## src/hdl/pidaw_pkg.sv

```systemverilog
`default_nettype none

package pidaw_pkg;

  // Field and datapath widths
  localparam int unsigned DATA_W = 32;
  localparam int unsigned FRAC_W = 16;
  localparam int unsigned SUM_W  = 48;
  localparam int unsigned MUL_W  = 33;
  localparam int unsigned PROD_W = 2 * MUL_W;
  localparam int unsigned QUO_W  = DATA_W + FRAC_W;
  localparam int unsigned ACC_W  = 64;
  localparam int unsigned CNT_W  = $clog2(QUO_W + 1);

  // Q16.16 constants held at 34 bits so wrapped errors compare without overflow
  localparam logic signed [33:0] Q_PI         = 34'sd205887;
  localparam logic signed [33:0] Q_TWO_PI     = 34'sd411775;
  localparam logic signed [33:0] Q_TARGET_EPS = 34'sd66;

  // Configuration register indexes
  localparam logic [1:0] CFG_ANGLE_MODE = 2'd0;
  localparam logic [1:0] CFG_GAIN_P     = 2'd1;
  localparam logic [1:0] CFG_GAIN_I     = 2'd2;
  localparam logic [1:0] CFG_GAIN_D     = 2'd3;

  // One input transaction
  typedef struct packed {
    logic signed [DATA_W-1:0] setpoint;
    logic signed [DATA_W-1:0] measured;
    logic        [DATA_W-1:0] time_step;
  } in_item_t;

  // One result transaction
  typedef struct packed {
    logic signed [DATA_W-1:0] drive;
    logic                     saturated;
    logic                     zero_step;
  } out_item_t;

  // Operands of the shared multiplier
  typedef struct packed {
    logic signed [MUL_W-1:0] a;
    logic signed [MUL_W-1:0] b;
  } mul_req_t;

  // Divider request and status
  typedef struct packed {
    logic                     start;
    logic signed [DATA_W:0]   num;
    logic        [DATA_W-1:0] den;
  } div_req_t;

  typedef struct packed {
    logic             busy;
    logic [QUO_W-1:0] quo;
  } div_rsp_t;

  // Sequencer states
  typedef enum logic [3:0] {
    ST_IDLE,
    ST_WRAP_T,
    ST_TARGET,
    ST_ERR,
    ST_ERR_WRAP,
    ST_DIFF,
    ST_MUL_GP,
    ST_CLAMP_SUM,
    ST_MUL_GIH,
    ST_MUL_GIL,
    ST_ACC_GIL,
    ST_DIV_WAIT,
    ST_MUL_GD,
    ST_ACC_GD,
    ST_DONE
  } state_t;

endpackage

`default_nettype wire

```

## src/hdl/pidaw_mul.sv

```systemverilog
`default_nettype none

module pidaw_mul
  import pidaw_pkg::*;
(
  input  wire logic                     clk,
  input  wire mul_req_t                 req,
  output logic signed [PROD_W-1:0]      prod
);

  logic signed [MUL_W-1:0]  op_a;
  logic signed [MUL_W-1:0]  op_b;
  logic signed [PROD_W-1:0] prod_r;

  assign op_a = req.a;
  assign op_b = req.b;

  // Signed multiply with the full product registered
  always_ff @(posedge clk) begin
    prod_r <= op_a * op_b;
  end

  assign prod = prod_r;

endmodule

`default_nettype wire

```

## src/hdl/pidaw_div.sv

```systemverilog
`default_nettype none

module pidaw_div
  import pidaw_pkg::*;
(
  input  wire logic     clk,
  input  wire logic     rst_n,
  input  wire div_req_t req,
  output div_rsp_t      rsp
);

  localparam logic [CNT_W-1:0] STEPS = CNT_W'(QUO_W);

  logic                busy_r;
  logic [CNT_W-1:0]    cnt_r;
  logic [DATA_W-1:0]   rem_r;
  logic [QUO_W-1:0]    quo_r;
  logic [DATA_W-1:0]   den_r;
  logic signed [DATA_W:0] num_abs;
  logic [DATA_W:0]     rem_sh;
  logic [DATA_W+1:0]   trial;
  logic                fits;

  // Magnitude of the signed difference; it always fits in DATA_W bits
  assign num_abs = req.num[DATA_W] ? -req.num : req.num;

  // One restoring step: shift in the next dividend bit and try a subtract
  assign rem_sh = {rem_r, quo_r[QUO_W-1]};
  assign trial  = {1'b0, rem_sh} - {2'b00, den_r};
  assign fits   = ~trial[DATA_W+1];

  // Step counter
  always_ff @(posedge clk) begin
    if (!rst_n) begin
      busy_r <= 1'b0;
      cnt_r  <= '0;
    end else if (req.start) begin
      busy_r <= 1'b1;
      cnt_r  <= STEPS;
    end else if (busy_r) begin
      cnt_r <= cnt_r - 1'b1;
      if (cnt_r == CNT_W'(1)) begin
        busy_r <= 1'b0;
      end
    end
  end

  // Remainder and quotient shift register; the dividend carries FRAC_W zero bits
  always_ff @(posedge clk) begin
    if (req.start) begin
      rem_r <= '0;
      quo_r <= {num_abs[DATA_W-1:0], {FRAC_W{1'b0}}};
      den_r <= req.den;
    end else if (busy_r) begin
      rem_r <= fits ? trial[DATA_W-1:0] : rem_sh[DATA_W-1:0];
      quo_r <= {quo_r[QUO_W-2:0], fits};
    end
  end

  assign rsp.busy = busy_r;
  assign rsp.quo  = quo_r;

endmodule

`default_nettype wire

```

## src/hdl/pid_controller_angle_wrap.sv

```systemverilog
`default_nettype none

// Channel   Direction  Handshake              Payload
// in_       input      in_valid / in_stall    in_item_t  (setpoint, measured, time_step)
// out_      output     out_valid / out_stall  out_item_t (drive, saturated, zero_step)
// cfg_      input      cfg_valid / cfg_ready  cfg_index, cfg_data
//
// A new item is accepted only once the sequencer is back in idle. When time_step is
// nonzero, the 48-step restoring divider for the derivative sets the pace, and the
// multiplies run on one shared 33x33 multiplier while it works. A zero time_step
// skips the divide. Reset (rst_n low, synchronous) clears the gains, angle mode and
// controller state. A finished result waits in the output register under out_stall
// while the next item is accepted; a second finished result then holds the
// sequencer in its final step. cfg_ready is always high.

module pid_controller_angle_wrap
  import pidaw_pkg::*;
(
  input  wire logic               clk,
  input  wire logic               rst_n,
  input  wire logic               in_valid,
  output logic                    in_stall,
  input  wire in_item_t           in_data,
  output logic                    out_valid,
  input  wire logic               out_stall,
  output out_item_t               out_data,
  input  wire logic               cfg_valid,
  output logic                    cfg_ready,
  input  wire logic [1:0]         cfg_index,
  input  wire logic [DATA_W-1:0]  cfg_data
);

  localparam logic signed [33:0] E_MAX   = 34'sd2147483647;
  localparam logic signed [33:0] E_MIN   = -34'sd2147483648;
  localparam logic signed [48:0] SUM_MAX = 49'sd140737488355327;
  localparam logic signed [48:0] SUM_MIN = -49'sd140737488355328;
  localparam logic signed [ACC_W-1:0] DRV_MAX = 64'sd2147483647;
  localparam logic signed [ACC_W-1:0] DRV_MIN = -64'sd2147483648;
  localparam logic [QUO_W-1:0] QUO_POS_MAX = 48'd2147483647;
  localparam logic [QUO_W-1:0] QUO_NEG_MAX = 48'd2147483648;

  // Configuration registers
  logic                     angle_mode_r;
  logic signed [DATA_W-1:0] gain_p_r;
  logic signed [DATA_W-1:0] gain_i_r;
  logic signed [DATA_W-1:0] gain_d_r;

  // Sequencer and controller state
  state_t                   state_r, state_nxt;
  logic signed [DATA_W-1:0] held_target_r, held_target_nxt;
  logic signed [DATA_W-1:0] last_error_r, last_error_nxt;
  logic signed [SUM_W-1:0]  error_sum_r, error_sum_nxt;
  logic                     out_valid_r, out_valid_nxt;

  // Per-item working registers
  logic signed [DATA_W-1:0] tgt_r, tgt_nxt;
  logic signed [DATA_W-1:0] meas_r, meas_nxt;
  logic        [DATA_W-1:0] dt_r, dt_nxt;
  logic signed [DATA_W:0]   err_raw_r, err_raw_nxt;
  logic signed [DATA_W-1:0] err_r, err_nxt;
  logic signed [DATA_W:0]   dd_r, dd_nxt;
  logic signed [48:0]       sum49_r, sum49_nxt;
  logic signed [ACC_W-1:0]  acc_r, acc_nxt;
  logic signed [DATA_W-1:0] deriv_r, deriv_nxt;
  logic                     sat_r, sat_nxt;
  logic                     zero_r, zero_nxt;
  out_item_t                out_data_r, out_data_nxt;

  // Shared units
  mul_req_t                 mul_req;
  logic signed [PROD_W-1:0] prod;
  div_req_t                 div_req;
  div_rsp_t                 div_rsp;

  // Helper values
  logic signed [33:0]       tgt_ext;
  logic signed [33:0]       tgt_wrap;
  logic signed [33:0]       tdiff;
  logic signed [33:0]       e_ext;
  logic signed [33:0]       e_wrap;
  logic                     e_wrapped;
  logic signed [ACC_W-1:0]  prod_q;

  pidaw_mul u_mul (
    .clk  (clk),
    .req  (mul_req),
    .prod (prod)
  );

  pidaw_div u_div (
    .clk   (clk),
    .rst_n (rst_n),
    .req   (div_req),
    .rsp   (div_rsp)
  );

  // Configuration writes
  assign cfg_ready = 1'b1;

  always_ff @(posedge clk) begin
    if (!rst_n) begin
      angle_mode_r <= 1'b0;
      gain_p_r     <= '0;
      gain_i_r     <= '0;
      gain_d_r     <= '0;
    end else if (cfg_valid && cfg_ready) begin
      unique case (cfg_index)
        CFG_ANGLE_MODE: angle_mode_r <= cfg_data[0];
        CFG_GAIN_P:     gain_p_r     <= cfg_data;
        CFG_GAIN_I:     gain_i_r     <= cfg_data;
        CFG_GAIN_D:     gain_d_r     <= cfg_data;
        default:        angle_mode_r <= angle_mode_r;
      endcase
    end
  end

  // Target wrap and change detection
  always_comb begin
    tgt_ext = 34'(tgt_r);
    if (angle_mode_r && (tgt_ext < -Q_PI)) begin
      tgt_wrap = tgt_ext + Q_TWO_PI;
    end else if (angle_mode_r && (tgt_ext > Q_PI)) begin
      tgt_wrap = tgt_ext - Q_TWO_PI;
    end else begin
      tgt_wrap = tgt_ext;
    end
    tdiff = tgt_ext - 34'(held_target_r);
  end

  // Error wrap
  always_comb begin
    e_ext = 34'(err_raw_r);
    if (angle_mode_r && (e_ext < -Q_PI)) begin
      e_wrap    = e_ext + Q_TWO_PI;
      e_wrapped = 1'b1;
    end else if (angle_mode_r && (e_ext > Q_PI)) begin
      e_wrap    = e_ext - Q_TWO_PI;
      e_wrapped = 1'b1;
    end else begin
      e_wrap    = e_ext;
      e_wrapped = 1'b0;
    end
  end

  // Product floored by 2^16, sign extended to the accumulator width
  assign prod_q = ACC_W'($signed(prod[PROD_W-1:FRAC_W]));

  // Sequencer: next state, state updates and shared-unit operands
  always_comb begin
    state_nxt       = state_r;
    held_target_nxt = held_target_r;
    last_error_nxt  = last_error_r;
    error_sum_nxt   = error_sum_r;
    out_valid_nxt   = out_valid_r;
    tgt_nxt         = tgt_r;
    meas_nxt        = meas_r;
    dt_nxt          = dt_r;
    err_raw_nxt     = err_raw_r;
    err_nxt         = err_r;
    dd_nxt          = dd_r;
    sum49_nxt       = sum49_r;
    acc_nxt         = acc_r;
    deriv_nxt       = deriv_r;
    sat_nxt         = sat_r;
    zero_nxt        = zero_r;
    out_data_nxt    = out_data_r;
    mul_req.a       = '0;
    mul_req.b       = '0;
    div_req.start   = 1'b0;
    div_req.num     = dd_r;
    div_req.den     = dt_r;

    // The consumer takes the waiting result
    if (out_valid_r && !out_stall) begin
      out_valid_nxt = 1'b0;
    end

    unique case (state_r)
      ST_IDLE: begin
        if (in_valid) begin
          tgt_nxt   = in_data.setpoint;
          meas_nxt  = in_data.measured;
          dt_nxt    = in_data.time_step;
          zero_nxt  = (in_data.time_step == '0);
          sat_nxt   = 1'b0;
          state_nxt = ST_WRAP_T;
        end
      end
      ST_WRAP_T: begin
        tgt_nxt   = tgt_wrap[DATA_W-1:0];
        state_nxt = ST_TARGET;
      end
      ST_TARGET: begin
        // A new target restarts the integral and derivative history
        if ((tdiff > Q_TARGET_EPS) || (tdiff < -Q_TARGET_EPS)) begin
          held_target_nxt = tgt_r;
          last_error_nxt  = '0;
          error_sum_nxt   = '0;
        end
        state_nxt = ST_ERR;
      end
      ST_ERR: begin
        err_raw_nxt = 33'(held_target_r) - 33'(meas_r);
        state_nxt   = ST_ERR_WRAP;
      end
      ST_ERR_WRAP: begin
        if (e_wrapped) begin
          last_error_nxt = '0;
          error_sum_nxt  = '0;
        end
        if (e_wrap > E_MAX) begin
          err_nxt = E_MAX[DATA_W-1:0];
        end else if (e_wrap < E_MIN) begin
          err_nxt = E_MIN[DATA_W-1:0];
        end else begin
          err_nxt = e_wrap[DATA_W-1:0];
        end
        state_nxt = ST_DIFF;
      end
      ST_DIFF: begin
        dd_nxt         = 33'(err_r) - 33'(last_error_r);
        last_error_nxt = err_r;
        mul_req.a      = 33'(err_r);
        mul_req.b      = $signed({1'b0, dt_r});
        state_nxt      = ST_MUL_GP;
      end
      ST_MUL_GP: begin
        // Product holds error * time_step
        div_req.start = ~zero_r;
        sum49_nxt     = 49'(error_sum_r) + $signed(prod[64:FRAC_W]);
        mul_req.a     = 33'(gain_p_r);
        mul_req.b     = 33'(err_r);
        state_nxt     = ST_CLAMP_SUM;
      end
      ST_CLAMP_SUM: begin
        // Product holds gain_p * error
        acc_nxt = prod_q;
        if (sum49_r > SUM_MAX) begin
          error_sum_nxt = SUM_MAX[SUM_W-1:0];
          sat_nxt       = 1'b1;
        end else if (sum49_r < SUM_MIN) begin
          error_sum_nxt = SUM_MIN[SUM_W-1:0];
          sat_nxt       = 1'b1;
        end else begin
          error_sum_nxt = sum49_r[SUM_W-1:0];
        end
        state_nxt = ST_MUL_GIH;
      end
      ST_MUL_GIH: begin
        mul_req.a = 33'(gain_i_r);
        mul_req.b = 33'($signed(error_sum_r[SUM_W-1:FRAC_W]));
        state_nxt = ST_MUL_GIL;
      end
      ST_MUL_GIL: begin
        // Upper integral word carries its 2^16 weight, so it adds unshifted
        acc_nxt   = acc_r + $signed(prod[ACC_W-1:0]);
        mul_req.a = 33'(gain_i_r);
        mul_req.b = $signed({{(MUL_W-FRAC_W){1'b0}}, error_sum_r[FRAC_W-1:0]});
        state_nxt = ST_ACC_GIL;
      end
      ST_ACC_GIL: begin
        acc_nxt   = acc_r + prod_q;
        state_nxt = ST_DIV_WAIT;
      end
      ST_DIV_WAIT: begin
        // Apply the sign to the quotient magnitude and clip to 32 bits
        if (zero_r) begin
          deriv_nxt = '0;
          state_nxt = ST_MUL_GD;
        end else if (!div_rsp.busy) begin
          if (dd_r[DATA_W]) begin
            if (div_rsp.quo > QUO_NEG_MAX) begin
              deriv_nxt = E_MIN[DATA_W-1:0];
            end else begin
              deriv_nxt = -$signed(div_rsp.quo[DATA_W-1:0]);
            end
          end else begin
            if (div_rsp.quo > QUO_POS_MAX) begin
              deriv_nxt = E_MAX[DATA_W-1:0];
            end else begin
              deriv_nxt = $signed(div_rsp.quo[DATA_W-1:0]);
            end
          end
          state_nxt = ST_MUL_GD;
        end
      end
      ST_MUL_GD: begin
        mul_req.a = 33'(gain_d_r);
        mul_req.b = 33'(deriv_r);
        state_nxt = ST_ACC_GD;
      end
      ST_ACC_GD: begin
        acc_nxt   = acc_r + prod_q;
        state_nxt = ST_DONE;
      end
      ST_DONE: begin
        // Load the output register once it is free
        if (!out_valid_r || !out_stall) begin
          out_data_nxt.zero_step = zero_r;
          if (acc_r > DRV_MAX) begin
            out_data_nxt.drive     = DRV_MAX[DATA_W-1:0];
            out_data_nxt.saturated = 1'b1;
          end else if (acc_r < DRV_MIN) begin
            out_data_nxt.drive     = DRV_MIN[DATA_W-1:0];
            out_data_nxt.saturated = 1'b1;
          end else begin
            out_data_nxt.drive     = acc_r[DATA_W-1:0];
            out_data_nxt.saturated = sat_r;
          end
          out_valid_nxt = 1'b1;
          state_nxt     = ST_IDLE;
        end
      end
      default: begin
        state_nxt = ST_IDLE;
      end
    endcase
  end

  // Control and controller state
  always_ff @(posedge clk) begin
    if (!rst_n) begin
      state_r       <= ST_IDLE;
      held_target_r <= '0;
      last_error_r  <= '0;
      error_sum_r   <= '0;
      out_valid_r   <= 1'b0;
    end else begin
      state_r       <= state_nxt;
      held_target_r <= held_target_nxt;
      last_error_r  <= last_error_nxt;
      error_sum_r   <= error_sum_nxt;
      out_valid_r   <= out_valid_nxt;
    end
  end

  // Working registers
  always_ff @(posedge clk) begin
    tgt_r      <= tgt_nxt;
    meas_r     <= meas_nxt;
    dt_r       <= dt_nxt;
    err_raw_r  <= err_raw_nxt;
    err_r      <= err_nxt;
    dd_r       <= dd_nxt;
    sum49_r    <= sum49_nxt;
    acc_r      <= acc_nxt;
    deriv_r    <= deriv_nxt;
    sat_r      <= sat_nxt;
    zero_r     <= zero_nxt;
    out_data_r <= out_data_nxt;
  end

  assign in_stall  = (state_r != ST_IDLE);
  assign out_valid = out_valid_r;
  assign out_data  = out_data_r;

  // The divider has always finished by the time the sequencer returns to idle
  a_div_done_at_idle: assert property (@(posedge clk) disable iff (!rst_n)
    state_r == ST_IDLE |-> !div_rsp.busy)
    else $error("divider still busy while idle");

  // A finished result is not dropped while the previous one is still held
  a_done_waits: assert property (@(posedge clk) disable iff (!rst_n)
    state_r == ST_DONE && out_valid_r && out_stall |=> state_r == ST_DONE)
    else $error("result left while output register was occupied");

  // A new result only appears after the final sequencer step
  a_out_from_done: assert property (@(posedge clk) disable iff (!rst_n)
    $rose(out_valid_r) |-> $past(state_r) == ST_DONE)
    else $error("output valid raised outside the final step");

endmodule

`default_nettype wire

```

## config.mk

```make
export PLATFORM = sky130hd
export DESIGN_NAME = pid_controller_angle_wrap
export DESIGN_NICKNAME = d
export VERILOG_FILES = /design/src/hdl/pidaw_pkg.sv /design/src/hdl/pidaw_mul.sv /design/src/hdl/pidaw_div.sv /design/src/hdl/pid_controller_angle_wrap.sv
export SDC_FILE = /design/constraint.sdc
export NUM_CORES = 2
export LEC_CHECK = 0
export BUFFER_PORTS_ARGS = -buffer_cell sky130_fd_sc_hd__buf_2
export CORE_UTILIZATION = 55
export DETAILED_ROUTE_END_ITERATION = 8
export GPL_TIMING_DRIVEN = 0
export PLACE_DENSITY_LB_ADDON = 0.3
export REMOVE_ABC_BUFFERS = 1
export SLEW_MARGIN = 20
export SYNTH_ARGS = -nofsm -noshare
export SYNTH_HDL_FRONTEND = slang
export SYNTH_SLANG_ARGS = --single-unit
```

## constraint.sdc

```tcl
create_clock -name clk -period 13.2 [get_ports clk]
set_input_delay 1.32 -clock clk [delete_from_list [all_inputs] [get_ports clk]]
set_output_delay 1.32 -clock clk [all_outputs]
set_load 0.03 [all_outputs]
```

==> metrics.txt <==
post-DR wirelength/cell 22.29 µm; clock skew just under 50 ps; number of DRC markers in iteration 0 about 6000; fin crit period between 10000 and 15000 ps; min-delay worst type flip-flop to flip-flop; total CTS buffers between 80 and 90; vias in the first global route between 60000 and 70000; pwr/cell area around 74 nW/µm²; Buffers & Inverters on Critical Path 7; synthesized area just over 80000 µm²; CTS Sinks 774; worst r2r path cells 34; Compound-Gate Fraction of Synth Area about an eighth; GRT met2 Usage between 50% and 60%; Starting Density a little under three fifths; Adder-Cell Fraction of Synth Area 34.58%; num rows 142; Worst slew margin 10.09%; vias per cell approximately 5.9; WHS Path Cells 0; first-pass GRT wire length 388.2 mm; Post-DRT Antenna Nets 0; Slew Limit Fails 0; dpl hpwl slightly below 200 mm; synth-to-layout area growth 8.281%; Worst R2R Setup Slack between 700 and 800 ps; Syn Inst Count a little over 9000; crit path launch type flip-flop; max-cap violations 0; Hold Startpoint dt_r[1]; Least-Margin Pin Slew roughly 1300 ps; Critical R2R Launch state_r[1]; area occupied by registers around 20000 µm²; Synth cell types 82; Hold Crit Endpoint u_div.den_r[1]; Worst Path Arrival between 10000 and 15000 ps; Hold Vio Cnt, Final 0; Synth Area in XOR/XNOR approximately 3.6%; Ys Warns 0; final setup vio count 0; main combinational cell family by area after synthesis adder cells; Worst path slowest cell and3_1; Crit path top cell by count fa_1; Worst-Skew Late Latency around 730 ps; Synth Register Bits between 700 and 800; WHS 447.3 ps; die height about 390 µm; residual DRC count 0; Post-synth EDFFs roughly 440; GRT Resource Usage Total roughly a third; Die X between 300 and 400 µm; Root Buffer clkbuf_16; Post-synth ARST share 0%; maximum clock frequency 80.19 MHz; final instance area around 90000 µm²; Die ar. about 150000 µm²; post-CTS setup buffer count 0; layout filler cell count around 13000; Bufs on Longest Clock Path 3; final wirelength between 200 and 300 mm; leading register cell type out of synthesis edfxtp_1; floorplan core area 150000 µm²; CP Data Required Time 13760 ps; Vias between 60000 and 70000; slowest stage delay, CP approximately 1100 ps; met3 global-route usage roughly a tenth; Comb pwr share 20.8%; CTS clk-pin slew, worst paths approximately 60 ps; Post-Synth Simple-Gate Area between 10% and 20%; RSZ-0062 raised after global routing no; multiplexer share of the synthesized area less than 1%; Synth Area per Inst between 8 and 9 µm²; Multi-input gate area 56610 µm²; Resize count post-CTS 0; clock power share between 30% and 40%; switching power roughly 2000 µW; share of cells above drive strength 1 under 10%; P_leak 0.04192 µW; worst-path maximum fanout 24; IO Port Bufs 170; GRT busiest layer met2; Max VDD drop 0.1058 mV; First-pass DRT Iterations 8; Seq/Total Area, Yosys between 20% and 30%; H-tree depth 3; largest net degree at the start of global routing roughly 120; cts hold-fix bufs 0; I/O pins 172; Flop pwr share 42.7%; outcome finished, final reports clean; met1 usage between 40 and 50%; area after detailed placement 87140 µm²; Nets between 10000 and 15000; period utilisation layout roughly 94%; initial antenna violation count 30; Setup CP Type flip-flop to flip-flop; CTS tree done; Int Pwr about 4600 µW; Worst setup EP type flip-flop; grt ovf 0; Critical R2R Capture u_mul.prod[65]; gpl congestion roughly 1.0; Crit. Startpoint state_r[1]; Net Sw Frac between 30% and 40%; cell family with most CP delay adder cells
stage by stage:
| step | worst slack [ps] | setup TNS (ps) | std cells | total power, µW | util (%) |
|---|---|---|---|---|---|
| after global placement | -12860 | -2882430 | 11050 | 4162 | 56.61 |
| after detailed placement | 887.5 | 0 | 11160 | 4231 | 58.11 |
| final | 729.2 | 0 | 11330 | 6630 | 60.06 |
| after CTS | 890.4 | 0 | 11320 | 6631 | 59.98 |
| after floorplan | -3466 | -137660 | 8861 | 3839 | - |
| after global routing | 353.8 | 0 | 11330 | 6911 | 60.05 |
logic make-up (layout without fill, tap and decap cells):
logic type,after synthesis,count (layout)
compound gates,1671,1671
xor+xnor,345,345
fa+ha+maj,1621,1621
buf+inv,1886,1891
flops,774,774
mux,63,63
other cells,1,15
simple gates,2936,2936
layout by cell type (no fill, tap or decap), types with 151 or more instances in the layout:
cell type,n
a21boi_0,156
a21o_1,185
a21oi_1,389
buf_2,173
dfxtp_1,334
edfxtp_1,439
fa_1,1127
ha_1,492
inv_1,1447
nand2_1,1368
nand3_1,151
nor2_1,762
o21ai_0,351
xnor2_1,206
cell usage after synthesis, drive strengths merged (15+ instances only):
cell type	count	area, µm²
inv	1448	5435
nand2	1394	5235
fa	1129	22600
nor2	767	2879
ha	492	6156
edfxtp	439	13180
clkbuf	401	1505
a21oi	395	1981
o21ai	357	1787
dfxtp	335	6706
xnor2	206	1804
a21o	185	1389
nand3	165	825.8
a21boi	157	1179
xor2	139	1217
a22oi	124	930.9
nor3	97	485.5
and2	83	519.3
nand2b	77	481.7
nor2b	76	475.5
mux2i	63	630.6
a31oi	58	362.9
o211a	54	540.5
nand4	50	312.8
and3	49	306.5
o21a	44	330.3
nor4	41	262.8
o21bai	38	285.3
or3	38	272.8
a211oi	36	270.3
buf	35	146.4
o31ai	32	240.2
nand3b	25	187.7
or2	23	143.9
o211ai	19	142.6
a211o	17	148.9
nor3b	15	112.6
o31a	15	131.4
o41ai	15	131.4
final cells by class:
| cell class | count | area share [%] |
|---|---|---|
| diodes | 14 | 0.03890 |
| clock buffers | 115 | 2.670 |
| clock inverters | 42 | 0.4348 |
| inverters | 1450 | 6.045 |
| multi-input cells | 6637 | 62.85 |
| flip-flops and latches | 774 | 22.09 |
| well taps | 2016 | 2.801 |
| repair buffers | 284 | 3.068 |
worst max path at each step:
stage	end	slack, ps	cells past startpoint
2_1_floorplan	u_mul.prod[65]	-3470	32
3_3_place_gp	u_mul.prod[65]	-12860	32
3_5_place_dp	u_mul.prod[64]	890	32
4_1_cts	u_mul.prod[64]	890	32
5_1_grt	u_mul.prod[65]	350	34
6_report	u_mul.prod[65]	730	34
power groups by stage:
stage / combinational, µW / sequential, µW / clock [µW]
CTS: 1360 / 2830 / 2440
floorplan: 1020 / 2820 / 0
global placement: 1280 / 2880 / 0
global route: 1530 / 2850 / 2530
finish: 1380 / 2830 / 2420
detailed placement: 1350 / 2880 / 0
sequential cells by signal, indices dropped and copies added (netlist names), 33 cells and up:
register     flops
u_mul.prod      66
error_sum_r     48
out_data        34
err_raw_r       33
u_div.quo_r     48
dd_r            33
sum49_r         49
acc_r           64
layer usage:
layer / vias up / wire length [µm]
met4: 26 / 13540
met5: - / 184
met3: 723 / 28830
li1: 30100 / -
met2: 3403 / 111100
met1: 32790 / 98910
Power figures use the tool's default switching activity.
